[config.mk]
export PLATFORM = sky130hd
export DESIGN_NAME = terminal_tab_stop_engine
export DESIGN_NICKNAME = d
export VERILOG_FILES = /design/src/rtl/core/tts_pkg.sv /design/src/rtl/core/terminal_tab_stop_engine.sv /design/src/rtl/core/tts_fifo.sv /design/src/rtl/core/tts_front.sv /design/src/rtl/core/tts_back.sv
export SDC_FILE = /design/constraint.sdc
export NUM_CORES = 2
export LEC_CHECK = 0
export ABC_AREA = 1
export BUFFER_PORTS_ARGS = -buffer_cell sky130_fd_sc_hd__buf_2
export CAP_MARGIN = 20
export CORE_ASPECT_RATIO = 1.5
export CORE_MARGIN = 3
export CORE_UTILIZATION = 30
export CTS_CLUSTER_SIZE = 8
export DETAILED_ROUTE_END_ITERATION = 10
export MAX_ROUTING_LAYER = met4
export PLACE_DENSITY = 0.46
export SETUP_SLACK_MARGIN = 0.5
export SLEW_MARGIN = 20
export SYNTH_ARGS = -nofsm -noshare
export SYNTH_HDL_FRONTEND = slang
export SYNTH_SLANG_ARGS = --single-unit
[constraint.sdc]
create_clock -name clk -period 9.3 [get_ports clk]
set_input_delay 0.93 -clock clk [delete_from_list [all_inputs] [get_ports clk]]
set_output_delay 0.93 -clock clk [all_outputs]
set_load 0.02 [all_outputs]
[src/rtl/core/tts_pkg.sv]
// tab-stop engine package: action codes, item and result types, spacing tables
// no dependencies
`timescale 1ns / 1ps

package tts_pkg;

  localparam int MAX_COLUMNS_DEF = 1024;
  localparam int DEFAULT_SPACING = 8;
  localparam int RESULT_MAX      = 1023;
  localparam int WORD_W          = 32;
  localparam int WORD_SH         = 5;
  localparam int FIFO_DEPTH      = 2;

  localparam logic [2:0] ACT_SET    = 3'd0;
  localparam logic [2:0] ACT_CLR    = 3'd1;
  localparam logic [2:0] ACT_CLRALL = 3'd2;
  localparam logic [2:0] ACT_RSTDEF = 3'd3;
  localparam logic [2:0] ACT_RESIZE = 3'd4;
  localparam logic [2:0] ACT_QUERY  = 3'd5;
  localparam logic [2:0] ACT_FWD    = 3'd6;
  localparam logic [2:0] ACT_BWD    = 3'd7;

  typedef struct packed {
    logic [2:0]         act;
    logic [10:0]        col;
    logic [15:0]        cnt;
    logic signed [10:0] left;
    logic signed [10:0] right;
    logic               is_move;
    logic               is_sweep;
  } item_t;

  typedef struct packed {
    logic       status;
    logic [9:0] col;
    logic       present;
  } res_t;

  // bit d of entry s set where d is a multiple of s, for spacings below one word
  function automatic logic [WORD_W*WORD_W-1:0] build_pat();
    logic [WORD_W*WORD_W-1:0] t;
    int k;
    t = '0;
    for (int s = 1; s < WORD_W; s++) begin
      k = 0;
      for (int d = 0; d < WORD_W; d++) begin
        if (k == 0) t[s*WORD_W+d] = 1'b1;
        k = (k == s - 1) ? 0 : k + 1;
      end
    end
    return t;
  endfunction

  // word width modulo spacing, for spacings below one word
  function automatic logic [WORD_W*WORD_SH-1:0] build_rem();
    logic [WORD_W*WORD_SH-1:0] t;
    int k;
    t = '0;
    for (int s = 1; s < WORD_W; s++) begin
      k = 0;
      for (int d = 0; d < WORD_W; d++) begin
        k = (k == s - 1) ? 0 : k + 1;
      end
      t[s*WORD_SH +: WORD_SH] = WORD_SH'(k);
    end
    return t;
  endfunction

  localparam logic [WORD_W*WORD_W-1:0]  PAT_TBL = build_pat();
  localparam logic [WORD_W*WORD_SH-1:0] REM_TBL = build_rem();

endpackage

[src/rtl/core/terminal_tab_stop_engine.sv]
// Tab-stop engine: a per-column stop bitmap held as 32-column words in one memory, with an
// active width. A request runs in the back end while the front queue takes more. Set and
// clear read one word and write it back, query reads one word, clear all drops the row
// valid bits at once; reset defaults and resize sweep every word of the memory; a forward
// or backward move scans word by word from stop to stop, bounded by the margins. All
// reads share the single memory read port.
// Results leave through a two-entry queue. Reset needs no clearing pass.
// depends on tts_pkg, tts_fifo, tts_front, tts_back
`timescale 1ns / 1ps

module terminal_tab_stop_engine #(
  parameter int MAX_COLUMNS = tts_pkg::MAX_COLUMNS_DEF
) (
  input  logic               clk,
  input  logic               rst_n,
  input  logic               push,
  output logic               full,
  input  logic [2:0]         in_action,
  input  logic [10:0]        in_column,
  input  logic [15:0]        in_count,
  input  logic signed [10:0] in_left_margin,
  input  logic signed [10:0] in_right_margin,
  output logic               empty,
  input  logic               pop,
  output logic               out_status,
  output logic [9:0]         out_result_column,
  output logic               out_stop_present,
  input  logic               cfg_wr_en,
  input  logic [9:0]         cfg_wr_data
);
  import tts_pkg::*;

  item_t item;
  logic  item_vld, item_pop;
  res_t  res, out_res;
  logic  res_push, res_full;

  tts_front u_front (
    .clk             (clk),
    .rst_n           (rst_n),
    .push            (push),
    .full            (full),
    .in_action       (in_action),
    .in_column       (in_column),
    .in_count        (in_count),
    .in_left_margin  (in_left_margin),
    .in_right_margin (in_right_margin),
    .item_vld        (item_vld),
    .item            (item),
    .item_pop        (item_pop)
  );

  tts_back #(.MAX_COLUMNS(MAX_COLUMNS)) u_back (
    .clk         (clk),
    .rst_n       (rst_n),
    .cfg_wr_en   (cfg_wr_en),
    .cfg_wr_data (cfg_wr_data),
    .item_vld    (item_vld),
    .item        (item),
    .item_pop    (item_pop),
    .res_full    (res_full),
    .res_push    (res_push),
    .res         (res)
  );

  tts_fifo #(.DW($bits(res_t))) u_out_q (
    .clk   (clk),
    .rst_n (rst_n),
    .push  (res_push),
    .wdata (res),
    .full  (res_full),
    .pop   (pop),
    .rdata (out_res),
    .empty (empty)
  );

  assign out_status        = out_res.status;
  assign out_result_column = out_res.col;
  assign out_stop_present  = out_res.present;

endmodule

[src/rtl/core/tts_fifo.sv]
// two-entry queue with push/full and pop/empty sides
// depends on tts_pkg for the depth
`timescale 1ns / 1ps

module tts_fifo #(
  parameter int DW = 8
) (
  input  logic          clk,
  input  logic          rst_n,
  input  logic          push,
  input  logic [DW-1:0] wdata,
  output logic          full,
  input  logic          pop,
  output logic [DW-1:0] rdata,
  output logic          empty
);
  import tts_pkg::*;

  localparam int PW = (FIFO_DEPTH > 1) ? $clog2(FIFO_DEPTH) : 1;
  localparam int CNW = $clog2(FIFO_DEPTH + 1);

  logic [DW-1:0]  mem_r [FIFO_DEPTH];
  logic [PW-1:0]  wp_r, wp_nxt, rp_r, rp_nxt;
  logic [CNW-1:0] cnt_r, cnt_nxt;
  logic           do_push, do_pop;

  assign full    = (cnt_r == CNW'(FIFO_DEPTH));
  assign empty   = (cnt_r == '0);
  assign rdata   = mem_r[rp_r];
  assign do_push = push && !full;
  assign do_pop  = pop && !empty;

  always_comb begin
    wp_nxt  = wp_r;
    rp_nxt  = rp_r;
    cnt_nxt = cnt_r;
    if (do_push) wp_nxt = (wp_r == PW'(FIFO_DEPTH - 1)) ? '0 : wp_r + 1'b1;
    if (do_pop)  rp_nxt = (rp_r == PW'(FIFO_DEPTH - 1)) ? '0 : rp_r + 1'b1;
    if (do_push && !do_pop) cnt_nxt = cnt_r + 1'b1;
    else if (do_pop && !do_push) cnt_nxt = cnt_r - 1'b1;
  end

  always_ff @(posedge clk) begin
    if (!rst_n) begin
      wp_r  <= '0;
      rp_r  <= '0;
      cnt_r <= '0;
    end else begin
      wp_r  <= wp_nxt;
      rp_r  <= rp_nxt;
      cnt_r <= cnt_nxt;
    end
    if (do_push) mem_r[wp_r] <= wdata;
  end

endmodule

[src/rtl/core/tts_front.sv]
// front end: takes requests, classifies the action and queues them for the back end
// depends on tts_pkg and tts_fifo
`timescale 1ns / 1ps

module tts_front (
  input  logic               clk,
  input  logic               rst_n,
  input  logic               push,
  output logic               full,
  input  logic [2:0]         in_action,
  input  logic [10:0]        in_column,
  input  logic [15:0]        in_count,
  input  logic signed [10:0] in_left_margin,
  input  logic signed [10:0] in_right_margin,
  output logic               item_vld,
  output tts_pkg::item_t     item,
  input  logic               item_pop
);
  import tts_pkg::*;

  item_t in_item;
  logic  q_empty;

  always_comb begin
    in_item.act      = in_action;
    in_item.col      = in_column;
    in_item.cnt      = in_count;
    in_item.left     = in_left_margin;
    in_item.right    = in_right_margin;
    in_item.is_move  = 1'b0;
    in_item.is_sweep = 1'b0;
    case (in_action) inside
      ACT_FWD, ACT_BWD:       in_item.is_move  = 1'b1;
      ACT_RSTDEF, ACT_RESIZE: in_item.is_sweep = 1'b1;
      default: ;
    endcase
  end

  tts_fifo #(.DW($bits(item_t))) u_q (
    .clk   (clk),
    .rst_n (rst_n),
    .push  (push),
    .wdata (in_item),
    .full  (full),
    .pop   (item_pop),
    .rdata (item),
    .empty (q_empty)
  );

  assign item_vld = !q_empty;

endmodule

[src/rtl/core/tts_back.sv]
// back end: stop bitmap in a word memory, sweeps for resize and defaults, stop scans for moves
// depends on tts_pkg
`timescale 1ns / 1ps

module tts_back #(
  parameter int MAX_COLUMNS = tts_pkg::MAX_COLUMNS_DEF
) (
  input  logic           clk,
  input  logic           rst_n,
  input  logic           cfg_wr_en,
  input  logic [9:0]     cfg_wr_data,
  input  logic           item_vld,
  input  tts_pkg::item_t item,
  output logic           item_pop,
  input  logic           res_full,
  output logic           res_push,
  output tts_pkg::res_t  res
);
  import tts_pkg::*;

  localparam int CW0  = $clog2(MAX_COLUMNS + 1);
  localparam int CW   = (CW0 > 6) ? CW0 : 6;
  localparam int XW   = ((CW > 11) ? CW : 11) + 1;
  localparam int ROWS = (MAX_COLUMNS + WORD_W - 1) / WORD_W;
  localparam int RW   = (ROWS > 1) ? $clog2(ROWS) : 1;
  localparam logic signed [XW-1:0] MAX_M1 = XW'(MAX_COLUMNS - 1);

  localparam logic [2:0] S_IDLE  = 3'd0;
  localparam logic [2:0] S_RMW   = 3'd1;
  localparam logic [2:0] S_QRY   = 3'd2;
  localparam logic [2:0] S_SWEEP = 3'd3;
  localparam logic [2:0] S_MOVE  = 3'd4;
  localparam logic [2:0] S_SCAN  = 3'd5;
  localparam logic [2:0] S_DONE  = 3'd6;

  logic [2:0]             st_r, st_nxt;
  item_t                  it_r, it_nxt;
  logic [CW-1:0]          aw_r, aw_nxt;
  logic [9:0]             sp_r;
  logic signed [XW-1:0]   n_r, n_nxt, lim_r, lim_nxt, cur_r, cur_nxt;
  logic [15:0]            i_r, i_nxt;
  logic [RW-1:0]          row_r, row_nxt;
  logic [9:0]             ph_r, ph_nxt;
  logic [CW-1:0]          lo_r, lo_nxt, hi_r, hi_nxt;
  logic                   seed_r, seed_nxt;
  res_t                   res_r, res_nxt;

  logic [WORD_W-1:0]      mem [ROWS];
  logic [ROWS-1:0]        vld_r;
  logic [WORD_W-1:0]      rdata_r;
  logic                   rvld_r;

  logic                   rd_en, wr_en, clr_all;
  logic [RW-1:0]          rd_addr, wr_addr;
  logic [WORD_W-1:0]      wr_data, word;

  logic [9:0]             spe;
  logic [WORD_W-1:0]      pat, dflt, rng, m;
  logic [WORD_SH-1:0]     rem;
  logic [10:0]            ph_t;
  logic signed [XW-1:0]   col_x, aw_x, left_x, right_x, in_left_x, in_right_x, c, fin;
  logic                   same, fwd;

  function automatic logic [WORD_W-1:0] ge_mask(logic [CW-1:0] v, logic [RW-1:0] row);
    logic [CW-1:0] vrow;
    vrow = v >> WORD_SH;
    if (vrow < CW'(row)) return '1;
    else if (vrow == CW'(row)) return '1 << v[WORD_SH-1:0];
    else return '0;
  endfunction

  function automatic logic [WORD_SH-1:0] low_idx(logic [WORD_W-1:0] v);
    logic [WORD_SH-1:0] r;
    r = '0;
    for (int j = WORD_W - 1; j >= 0; j--) if (v[j]) r = WORD_SH'(j);
    return r;
  endfunction

  function automatic logic [WORD_SH-1:0] high_idx(logic [WORD_W-1:0] v);
    logic [WORD_SH-1:0] r;
    r = '0;
    for (int j = 0; j < WORD_W; j++) if (v[j]) r = WORD_SH'(j);
    return r;
  endfunction

  assign word       = rvld_r ? rdata_r : '0;
  assign spe        = (sp_r == '0) ? 10'(DEFAULT_SPACING) : sp_r;
  assign col_x      = XW'(item.col);
  assign aw_x       = XW'(aw_r);
  assign in_left_x  = XW'(item.left);
  assign in_right_x = XW'(item.right);
  assign left_x     = XW'(it_r.left);
  assign right_x    = XW'(it_r.right);
  assign fwd        = (it_r.act == ACT_FWD);
  assign same       = (cur_r[XW-1:WORD_SH] == lim_r[XW-1:WORD_SH]);
  assign res        = res_r;

  // default-stop pattern, column range mask and next phase of the current sweep row
  always_comb begin
    pat = (spe >= 10'(WORD_W)) ? WORD_W'(1) : PAT_TBL[{spe[4:0], 5'b0} +: WORD_W];
    rem = REM_TBL[spe[4:0]*WORD_SH +: WORD_SH];
    dflt = (ph_r < 10'(WORD_W)) ? (pat << ph_r[4:0]) : '0;
    if (row_r == '0) dflt[0] = 1'b0;
    rng = ge_mask(lo_r, row_r) & ~ge_mask(hi_r, row_r);
    if (spe < 10'(WORD_W)) begin
      ph_t = {1'b0, ph_r} + ((ph_r < 10'(rem)) ? {1'b0, spe} : 11'd0) - 11'(rem);
    end else if (ph_r >= 10'(WORD_W)) begin
      ph_t = {1'b0, ph_r} - 11'(WORD_W);
    end else begin
      ph_t = {1'b0, ph_r} + {1'b0, spe} - 11'(WORD_W);
    end
  end

  always_comb begin
    st_nxt   = st_r;
    it_nxt   = it_r;
    aw_nxt   = aw_r;
    n_nxt    = n_r;
    lim_nxt  = lim_r;
    cur_nxt  = cur_r;
    i_nxt    = i_r;
    row_nxt  = row_r;
    ph_nxt   = ph_r;
    lo_nxt   = lo_r;
    hi_nxt   = hi_r;
    seed_nxt = seed_r;
    res_nxt  = res_r;
    item_pop = 1'b0;
    res_push = 1'b0;
    rd_en    = 1'b0;
    rd_addr  = '0;
    wr_en    = 1'b0;
    wr_addr  = '0;
    wr_data  = '0;
    clr_all  = 1'b0;
    m        = '0;
    c        = '0;
    fin      = '0;

    unique case (st_r)
      S_IDLE: begin
        if (item_vld && !res_full) begin
          item_pop = 1'b1;
          it_nxt   = item;
          res_nxt  = '0;
          n_nxt    = col_x;
          i_nxt    = '0;
          row_nxt  = '0;
          ph_nxt   = '0;
          st_nxt   = S_DONE;
          unique case (item.act) inside
            ACT_SET, ACT_CLR: begin
              if (col_x >= aw_x) begin
                res_nxt.status = 1'b1;
              end else begin
                rd_en   = 1'b1;
                rd_addr = col_x[RW+WORD_SH-1:WORD_SH];
                st_nxt  = S_RMW;
              end
            end
            ACT_CLRALL: clr_all = 1'b1;
            ACT_RSTDEF: begin
              lo_nxt   = '0;
              hi_nxt   = aw_r;
              seed_nxt = 1'b1;
              rd_en    = 1'b1;
              st_nxt   = S_SWEEP;
            end
            ACT_RESIZE: begin
              if (col_x > XW'(MAX_COLUMNS)) begin
                res_nxt.status = 1'b1;
              end else begin
                aw_nxt = CW'(item.col);
                if (CW'(item.col) > aw_r) begin
                  lo_nxt   = aw_r;
                  hi_nxt   = CW'(item.col);
                  seed_nxt = 1'b1;
                end else begin
                  lo_nxt   = CW'(item.col);
                  hi_nxt   = aw_r;
                  seed_nxt = 1'b0;
                end
                rd_en  = 1'b1;
                st_nxt = S_SWEEP;
              end
            end
            ACT_QUERY: begin
              if (col_x < aw_x) begin
                rd_en   = 1'b1;
                rd_addr = col_x[RW+WORD_SH-1:WORD_SH];
                st_nxt  = S_QRY;
              end
            end
            ACT_FWD: begin
              lim_nxt = (in_right_x < 0 || in_right_x >= aw_x) ? aw_x - 1'b1 : in_right_x;
              st_nxt  = S_MOVE;
            end
            default: begin
              lim_nxt = (in_left_x < 0) ? '0 : in_left_x;
              st_nxt  = S_MOVE;
            end
          endcase
        end
      end

      S_RMW: begin
        wr_en   = 1'b1;
        wr_addr = n_r[RW+WORD_SH-1:WORD_SH];
        wr_data = word;
        wr_data[n_r[WORD_SH-1:0]] = (it_r.act == ACT_SET);
        st_nxt  = S_DONE;
      end

      S_QRY: begin
        res_nxt.present = word[n_r[WORD_SH-1:0]];
        st_nxt          = S_DONE;
      end

      S_SWEEP: begin
        wr_en   = 1'b1;
        wr_addr = row_r;
        wr_data = (word & ~rng) | (dflt & rng & {WORD_W{seed_r}});
        ph_nxt  = ph_t[9:0];
        if (row_r == RW'(ROWS - 1)) begin
          st_nxt = S_DONE;
        end else begin
          row_nxt = row_r + 1'b1;
          rd_en   = 1'b1;
          rd_addr = row_r + 1'b1;
        end
      end

      S_MOVE: begin
        if (i_r < it_r.cnt && (fwd ? (n_r < lim_r) : (n_r > lim_r))) begin
          c = fwd ? n_r + 1'b1 : n_r - 1'b1;
          if (c > MAX_M1) c = MAX_M1;
          if (!fwd && c < lim_r) begin
            // nothing can lie between the start and the margin
            n_nxt = lim_r;
            i_nxt = i_r + 1'b1;
          end else begin
            cur_nxt = c;
            rd_en   = 1'b1;
            rd_addr = c[RW+WORD_SH-1:WORD_SH];
            st_nxt  = S_SCAN;
          end
        end else begin
          fin = n_r;
          if (fwd) begin
            if (fin < left_x) fin = left_x;
          end else if (right_x >= 0 && right_x < aw_x && fin > right_x) begin
            fin = right_x;
          end
          if (fin < 0) res_nxt.col = '0;
          else if (fin > XW'(RESULT_MAX)) res_nxt.col = 10'(RESULT_MAX);
          else res_nxt.col = fin[9:0];
          st_nxt = S_DONE;
        end
      end

      S_SCAN: begin
        if (fwd) begin
          m = word & ('1 << cur_r[WORD_SH-1:0]);
          if (same) m = m & ~(32'hFFFF_FFFE << lim_r[WORD_SH-1:0]);
        end else begin
          m = word & ~(32'hFFFF_FFFE << cur_r[WORD_SH-1:0]);
          if (same) m = m & ('1 << lim_r[WORD_SH-1:0]);
        end
        if (|m) begin
          n_nxt  = {cur_r[XW-1:WORD_SH], fwd ? low_idx(m) : high_idx(m)};
          i_nxt  = i_r + 1'b1;
          st_nxt = S_MOVE;
        end else if (same) begin
          n_nxt  = lim_r;
          i_nxt  = i_r + 1'b1;
          st_nxt = S_MOVE;
        end else begin
          // step to the neighbouring word
          c = fwd ? {cur_r[XW-1:WORD_SH] + 1'b1, {WORD_SH{1'b0}}}
                  : {cur_r[XW-1:WORD_SH], {WORD_SH{1'b0}}} - 1'b1;
          cur_nxt = c;
          rd_en   = 1'b1;
          rd_addr = c[RW+WORD_SH-1:WORD_SH];
        end
      end

      S_DONE: begin
        res_push = 1'b1;
        st_nxt   = S_IDLE;
      end

      default: st_nxt = S_IDLE;
    endcase
  end

  always_ff @(posedge clk) begin
    if (!rst_n) begin
      st_r  <= S_IDLE;
      aw_r  <= '0;
      sp_r  <= 10'(DEFAULT_SPACING);
      vld_r <= '0;
    end else begin
      st_r <= st_nxt;
      aw_r <= aw_nxt;
      if (cfg_wr_en) sp_r <= cfg_wr_data;
      if (clr_all) vld_r <= '0;
      else if (wr_en) vld_r[wr_addr] <= 1'b1;
    end
    it_r   <= it_nxt;
    n_r    <= n_nxt;
    lim_r  <= lim_nxt;
    cur_r  <= cur_nxt;
    i_r    <= i_nxt;
    row_r  <= row_nxt;
    ph_r   <= ph_nxt;
    lo_r   <= lo_nxt;
    hi_r   <= hi_nxt;
    seed_r <= seed_nxt;
    res_r  <= res_nxt;
  end

  always_ff @(posedge clk) begin
    if (wr_en) mem[wr_addr] <= wr_data;
    if (rd_en) begin
      rdata_r <= mem[rd_addr];
      rvld_r  <= vld_r[rd_addr];
    end
  end

endmodule
==> Word level (Yosys, flattened, before mapping) <==
Memory sizes are Yosys's and may differ from the RTL's. A register that Yosys moved wholly into a read port is not among the register bits.
Index checks and enable logic that the tools add are counted.
{ "op_classes": {"bitwise_logic": 17, "n_lt_le_gt_ge": 30, "muxes": 205, "n_shift": 9, "eq_ne": 35, "n_reduce_logical": 59, "mul": 1, "addsub": 20} }
{ "ops": {"columns": ["cell", "count"], "rows": [
  ["$shiftx 1024x11->32 const A", 1],
  ["$mux 32", 11],
  ["$mux 5", 59],
  ["$and 32x32->32", 8],
  ["$mux 12", 21],
  ["$shl 32x5->32 const A", 6],
  ["$shiftx 160x9->5 const A", 1],
  ["$not 32->32", 4],
  ["$mux 10", 8],
  ["$mux 16", 5],
  ["$or 32x32->32", 2],
  ["$pmux 32 s2", 1],
  ["$mux 11", 5],
  ["$pmux 12 s2", 2],
  ["$pmux 16 s3", 1],
  ["$mux 1", 44],
  ["$pmux 11 s2", 2],
  ["$pmux 10 s2", 2],
  ["$mux 3", 13],
  ["$pmux 12 s3", 1],
  ["$bwmux 32", 1],
  ["$mux 4", 8],
  ["$reduce_or 32->1", 1],
  ["$shl 32x5->32", 1],
  ["other kinds (69)", 168]
]} }
{ "word_totals": {"regBits": 208, "memories": 3, "ramBits": 1156, "in_bits": 67, "out_inout_bits": 14, "elab_cells": 406} }
{ "memory_table": {"columns": ["memory", "words", "width", "rd", "rd_ports_with_merged_regs", "wr", "line_no", "rtl"], "rows": [
  ["u_back.mem", 32, 32, 1, 1, 1, "tts_back.sv:48", "logic [WORD_W-1:0] mem [ROWS];"],
  ["u_front.u_q.mem_r", 2, 54, 1, 1, 1, "tts_fifo.sv:22", "logic [DW-1:0] mem_r [FIFO_DEPTH];"],
  ["u_out_q.mem_r", 2, 12, 1, 1, 1, "tts_fifo.sv:22", null]
]} }

==> Depth between registers and ports, before layout <==
{ "logic_depth": {"depth_word": 42, "ltp_mapped": 45, "ltp_nobuf": 44} }

==> Hierarchy <==
A second synthesis with hierarchy kept.
{ "unflattened": {"hier_cells": 7388, "area_unflattened_um2": 71264.6} }
{ "by_module_without_submodules": {"columns": ["module", "cells_per_inst", "n_inst", "area_per_inst_um2"], "rows": [
  ["tts_back", 7099, 1, 65723.0],
  ["tts_fifo at u_front.u_q", 206, 1, 4395.5],
  ["tts_fifo at u_out_q", 75, 1, 1114.8],
  ["tts_front", 8, 1, 31.3]
]} }

==> Least setup slack after synthesis <==
Ideal clock, no wire load.
{ "synth_path": {"kind": "register to register", "startpoint": "register u_back.it_r[53] (netlist bit)", "endpoint": "register u_back.i_r[0] (enable)", "t_arrival_ns": 6.061, "path_stages_with_launch": 33, "path_slack_ns": 2.816, "synth_period_minus_slack_ns": 6.484, "t_required_ns": 8.877, "cell_sequence": "edfxtp_1 > nand2_1 > nor2_1 > inv_1 > clkbuf_1 > buf_2 > buf_1 > clkbuf_1 > ha_1 > a21oi_1 > o21ai_1 > a21oi_1 > o21bai_1 > nand2_1 > nand2_1 > a21oi_1 > nor2_1 > o21ai_1 > nand2_1 > xor2_1 > nand2_1 > buf_2 > nand2_1 > ha_1 > a21oi_1 > nor2_1 > a211oi_1 > o21ai_0 > a31oi_1 > nand2_1 > nand2_1 > nand3_2 > a21oi_1"} }
{ "synth_between": {"elab_chain_cells": 10} }
{ "synth_lines": {"columns": ["item", "line_no", "rtl"], "rows": [
  ["from (decl)", "tts_back.sv:37", "item_t it_r, it_nxt;"],
  ["from (signal assigned)", "tts_back.sv:309", "it_r <= it_nxt;"],
  ["$eq 3x3->1 *", "tts_back.sv:94", "assign fwd = (it_r.act == ACT_FWD);"],
  ["$mux 12", "tts_back.sv:235", "c = fwd ? n_r + 1'b1 : n_r - 1'b1;"],
  ["$gt 12x11->1", "tts_back.sv:236", "if (c > MAX_M1) c = MAX_M1;"],
  ["$mux 12", "tts_back.sv:236", null],
  ["$mux 12", "tts_back.sv:234", "if (i_r < it_r.cnt && (fwd ? (n_r < lim_r) : (n_r > lim_r))) begin"],
  ["$mux 12", "tts_back.sv:140", "unique case (st_r)"],
  ["$lt 12x12->1", "tts_back.sv:237", "if (!fwd && c < lim_r) begin"],
  ["$logic_and 1x1->1", "tts_back.sv:237", null],
  ["$ne 2x1->1 (no line)", null, null],
  ["$reduce_and 5->1 (no line) *", null, null],
  ["to (signal assigned)", "tts_back.sv:313", "i_r <= i_nxt;"],
  ["to (decl)", "tts_back.sv:41", "logic [15:0] i_r, i_nxt;"]
]} }
Every way passes the cells marked *; elsewhere a longest branch is shown, timed or not. The select of a mux whose other input is x is not followed.
A chain may end at the register's enable or synchronous reset.

==> Worst setup path in the final report <==
{ "layout_path": {"startpoint": "register u_back.n_r[0]", "endpoint": "register u_back.rdata_r[25], read port of u_back.mem (data pin)"} }
{ "layout_between": {"elab_chain_cells": 11} }
{ "layout_lines": {"columns": ["item", "line_no", "rtl"], "rows": [
  ["from (decl)", "tts_back.sv:40", "logic signed [XW-1:0] n_r, n_nxt, lim_r, lim_nxt, cur_r, cur_nxt;"],
  ["from (signal assigned)", "tts_back.sv:310", "n_r <= n_nxt;"],
  ["$sub 12x1->12 or $add 12x1->12 (tied branches)", "tts_back.sv:235", null],
  ["$mux 12", "tts_back.sv:235", null],
  ["$gt 12x11->1", "tts_back.sv:236", null],
  ["$mux 12", "tts_back.sv:236", null],
  ["$mux 12", "tts_back.sv:234", null],
  ["$mux 12", "tts_back.sv:140", null],
  ["$lt 12x12->1", "tts_back.sv:237", null],
  ["$logic_and 1x1->1", "tts_back.sv:237", null],
  ["$mux 5 or $mux 1 (tied branches)", "tts_back.sv:237", null],
  ["$mux 5 or $mux 1 (tied branches)", "tts_back.sv:234", null],
  ["$pmux 5 s4 or $pmux 1 s4 (tied branches)", "tts_back.sv:140", null],
  ["to (decl)", "tts_back.sv:50", "logic [WORD_W-1:0] rdata_r;"]
]} }
Parallel ways exist; a longest one is shown, timed or not. The select of a mux whose other input is x is not followed.

==> metrics.md <==
| Metric | Value |
|---|---|
| Outcome | `completed` |
| Number of port buffers | `80` |
| Wire length after detailed routing | `254000 microns` |
| Clock tree from TritonCTS | `yes` |
| Worst path arrival time | `8.00 ns` |
| Category of the worst setup path launch point | `flip-flop` |
| Total core area | `232000 sq um` |
| Top Metal Used | `met4` |
| Number of clock buffers inserted by TritonCTS | `201` |
| Io pins | `between 80 and 90` |
| Post-route ant nets | `0` |
| Share of synthesized area occupied by flip-flops and latches | `0.588` |
| Post-CTS Hold Buffers | `0` |
| Layout Area Growth over Synthesis | `13.9%` |
| Estimated wirelength of the detail-placed design | `153000 microns` |
| Starting density of the core | `0.303` |
| Total area of multi-input combinational cells | `23100 sq um` |
| Latest clock arrival within the worst-skew pair | `roughly 0.85 ns` |
| Wl on met1 | `99200 microns` |
| P_leak | `32.2 nW` |
| Type of the setup path with the least slack | `reg -> reg` |
| GRT Total Usage | `0.212` |
| Ratio of routed vias to standard cells | `roughly 5` |
| Final Wtd Congestion | `~0.96` |
| Synth Area in Simple Gates | `0.203` |
| Root buffer cell | `clkbuf_16` |
| Flop and latch count out of synthesis | `around 1400` |
| Peak supply drop | `283 uV` |
| Final critical-path required period | `approximately 7.3 ns` |
| Largest fanout of any net on the critical path | `between 70 and 80` |
| Final count of pins violating max slew | `0` |
| Clock Pin Slew Worst Setup and Hold Paths | `0.06 ns` |
| Distinct cell type count of the synthesized netlist | `71` |
| XOR/XNOR Fraction of Synth Area | `0.00437` |
| Max-slew headroom at the worst pin | `0.146` |
| Number of fill cells in the layout | `23500` |
| Setup repair after global routing missed its margin | `false` |
| Slew of the pin with the lowest slew margin | `1.27 ns` |
| Critical path's largest stage delay | `between 0.6 and 0.7 ns` |
| Number of flops mapped to enable cells by yosys | `1328` |
| Number of global-route vias before repair | `around 52000` |
| Compound-gate portion of the synthesized area | `0.0814` |
| Total DRC errors in the routed layout | `0` |
| Final TNS setup | `0 ns` |
| Mux share of post-synthesis cell area | `0.00293` |
| Maximum clock skew at final layout | `0.0547 ns` |
| Area enclosed by the die boundary | `240000 sq um` |
| Dominant combinational cell family by area after synthesis | `simple AND/OR/NAND/NOR gates` |
| First-pass DRT Iterations | `6` |
| Synthesized Nets | `approximately 7600` |
| Final-report setup violation count | `0` |
| CTS max path bufs | `4` |
| Cell Area, Placed | `roughly 74000 sq um` |
| Final Net Count | `7661` |
| Cell with the most instances on the worst path | `nand2_1` |
| Dominant register cell in the synthesized netlist | `edfxtp_1` |
| Vias post-DR | `53700` |
| # Max-Cap Violations | `0` |
| Routed length per instance | `24.0 microns` |
| Largest net degree at the start of global routing | `188` |
| Cell Pwr Density | `327 nW/um^2` |
| Final hold violation count | `0` |
| Cell area after layout | `79800 sq um` |
| Adder-cell share of the synthesized area | `0.0305` |
| Die W | `401 microns` |
| Critical path endpoint category | `flip-flop` |
| Post-CTS setup-driven buffer insertion count | `0` |
| Syn avg cell area | `about 9.5 sq um` |
| Crit path required time | `9.99 ns` |
| Number of DRC markers in iteration 0 | `between 4000 and 5000` |
| Met2 wire len | `131000 microns` |
| Post-CTS Resized | `0` |
| Type of the tightest min-delay check | `in -> reg` |
| Met3 routed wirelength | `10200 microns` |
| Number of rows in the core area | `216` |
| Die Y | `598 microns` |
| First-pass GRT wire length | `365000 microns` |
| Share of layout cells above drive strength 1 | `0.0758` |
| Number of antenna violations at the first check in global routing | `6` |
| Slowest cell on crit path | `edfxtp_1` |
| Mapped Area | `70100 sq um` |
| CTS H-tree lvls | `4` |
| Number of clock sinks | `approximately 1400` |
| Register Area | `41200 sq um` |
| Yosys warning total | `0` |
| Synthesized instance count | `about 7400` |
| Fraction of synthesis flops using an asynchronous set or reset pin | `0` |
| Residual overflow from global routing | `0` |
| Max Freq | `137 MHz` |
| Final critical-path share of the clock period | `0.786` |
==> report_power, final <==
| group | total (mW) | switching [mW] | internal, mW |
|---|---|---|---|
| Clock | 6.70 | 2.69 | 4.01 |
| Combinational | 10.9 | 7.87 | 3.06 |
| Sequential | 8.51 | 0.557 | 7.95 |
==> critical path, delay by kind of cell (launching register included) <==
| family | cells | cell delay, ns |
|---|---|---|
| AOI/OAI and AO/OA | 9 | 1.31 |
| xor gates and xnor gates | 1 | 0.20 |
| adders and majority gates | 2 | 0.85 |
| buffers and inverters | 3 | 1.44 |
| DFF | 1 | 0.67 |
| and+or+nand+nor | 18 | 2.64 |
==> cells in the final DEF (no fill, tap or decap), types with 119 or more instances in the layout <==
master | netlist | routed
nor2_1 | 360 | 321
inv_1 | 1179 | 1174
nand2_1 | 1653 | 1649
o21ai_0 | 336 | 327
nand3_1 | 933 | 933
edfxtp_1 | 1328 | 1328
a21oi_1 | 264 | 263
ha_1 | 161 | 161
o211ai_1 | 145 | 145
buf_4 | 14 | 119
nand3b_1 | 136 | 136
clkbuf_16 | 0 | 205
==> layout make-up <==
type / instances / share of cell area
antenna: 7 / 0.000219
clock buffer: 292 / 0.0685
clock inverter: 8 / 0.000956
inverter: 1202 / 0.0568
multi-input combinational: 4414 / 0.289
sequential: 1394 / 0.516
tap: 3052 / 0.0478
timing repair buffer: 214 / 0.0200
==> per-stage QoR <==
| stage | setup slack (ns) | hold slack [ns] | util | power (mW) | std cells |
|---|---|---|---|---|---|
| after CTS | 2.07 | 0.226 | 0.344 | 26.3 | 10600 |
| after detailed placement | 2.09 | 0.433 | 0.320 | 19.6 | 10300 |
| after global placement | 2.11 | 0.425 | 0.320 | 19.5 | 10300 |
| after global routing | 1.58 | 0.260 | 0.345 | 27.7 | 10600 |
| after floorplan | 2.82 | 0.421 | - | 15.5 | 7368 |
| final | 1.99 | 0.302 | 0.345 | 26.1 | 10600 |
==> cells by family after synthesis <==
| logic type | count (synthesis) |
|---|---|
| and+or+nand+nor | 3239 |
| buffers and inverters | 1560 |
| DFF | 1394 |
| AOI/OAI and AO/OA | 954 |
| adders and majority gates | 167 |
| xor gates and xnor gates | 35 |
| muxes | 19 |
==> sequential cells by signal, summed over array words and instances, names as in the netlist, 16 cells and up, named ones only <==
signal and cells:
u_front.u_q.mem_r 104, u_back.mem 1024, u_back.rdata_r 32, u_back.i_r 16, u_out_q.mem_r 24, u_back.vld_r 32, u_back.it_r 41
==> synth_stat cells, types with 7 or more instances <==
master,count,area [sq um]
nand2_1,1653,6200
edfxtp_1,1328,39900
inv_1,1179,4430
nand3_1,933,4670
nor2_1,360,1350
o21ai_0,336,1680
a21oi_1,264,1320
clkbuf_1,185,694
ha_1,161,2010
o211ai_1,145,1090
nand3b_1,136,1020
buf_2,83,415
dfxtp_1,66,1320
nor3_1,50,250
o22ai_1,42,263
buf_6,38,428
buf_1,37,139
or2_1,33,206
or2_2,26,163
xor2_1,25,219
nand4_1,20,125
a32o_1,17,170
o21a_1,15,113
o21ai_1,15,75.1
o31ai_1,15,113
buf_4,14,105
inv_2,12,45.0
mux2_2,12,135
a31oi_1,11,68.8
clkinv_1,11,41.3
a211oi_1,10,75.1
o2111ai_1,10,87.6
xnor2_1,10,87.6
a211o_1,8,70.1
nor4_1,8,50.1
a32oi_1,7,61.3
mux2i_1,7,70.1
==> routing by layer <==
layer  track usage  vias to the layer above
li1              -                    24900
met2         0.381                     1652
met4         0.102                        0
met3        0.0213                      583
met1         0.237                    26500
met5             -                        -
==> worst paths after layout <==
check,from,endpoint,slack (ns),depth (start not counted)
hold / removal,in_left_margin[8],u_front.u_q.mem_r[0][21]$_DFFE_PP_,0.30,1
setup reg to reg,u_back.n_r[0]$_DFFE_PP_,u_back.rdata_r[25]$_DFFE_PP_,1.99,33
hold reg to reg,u_back.res[7]$_SDFFCE_PP0P_,u_out_q.mem_r[1][7]$_DFFE_PP_,0.44,0
setup / recovery,u_back.n_r[0]$_DFFE_PP_,u_back.rdata_r[25]$_DFFE_PP_,1.99,33
No activity file was read; power rests on OpenSTA's default activity.
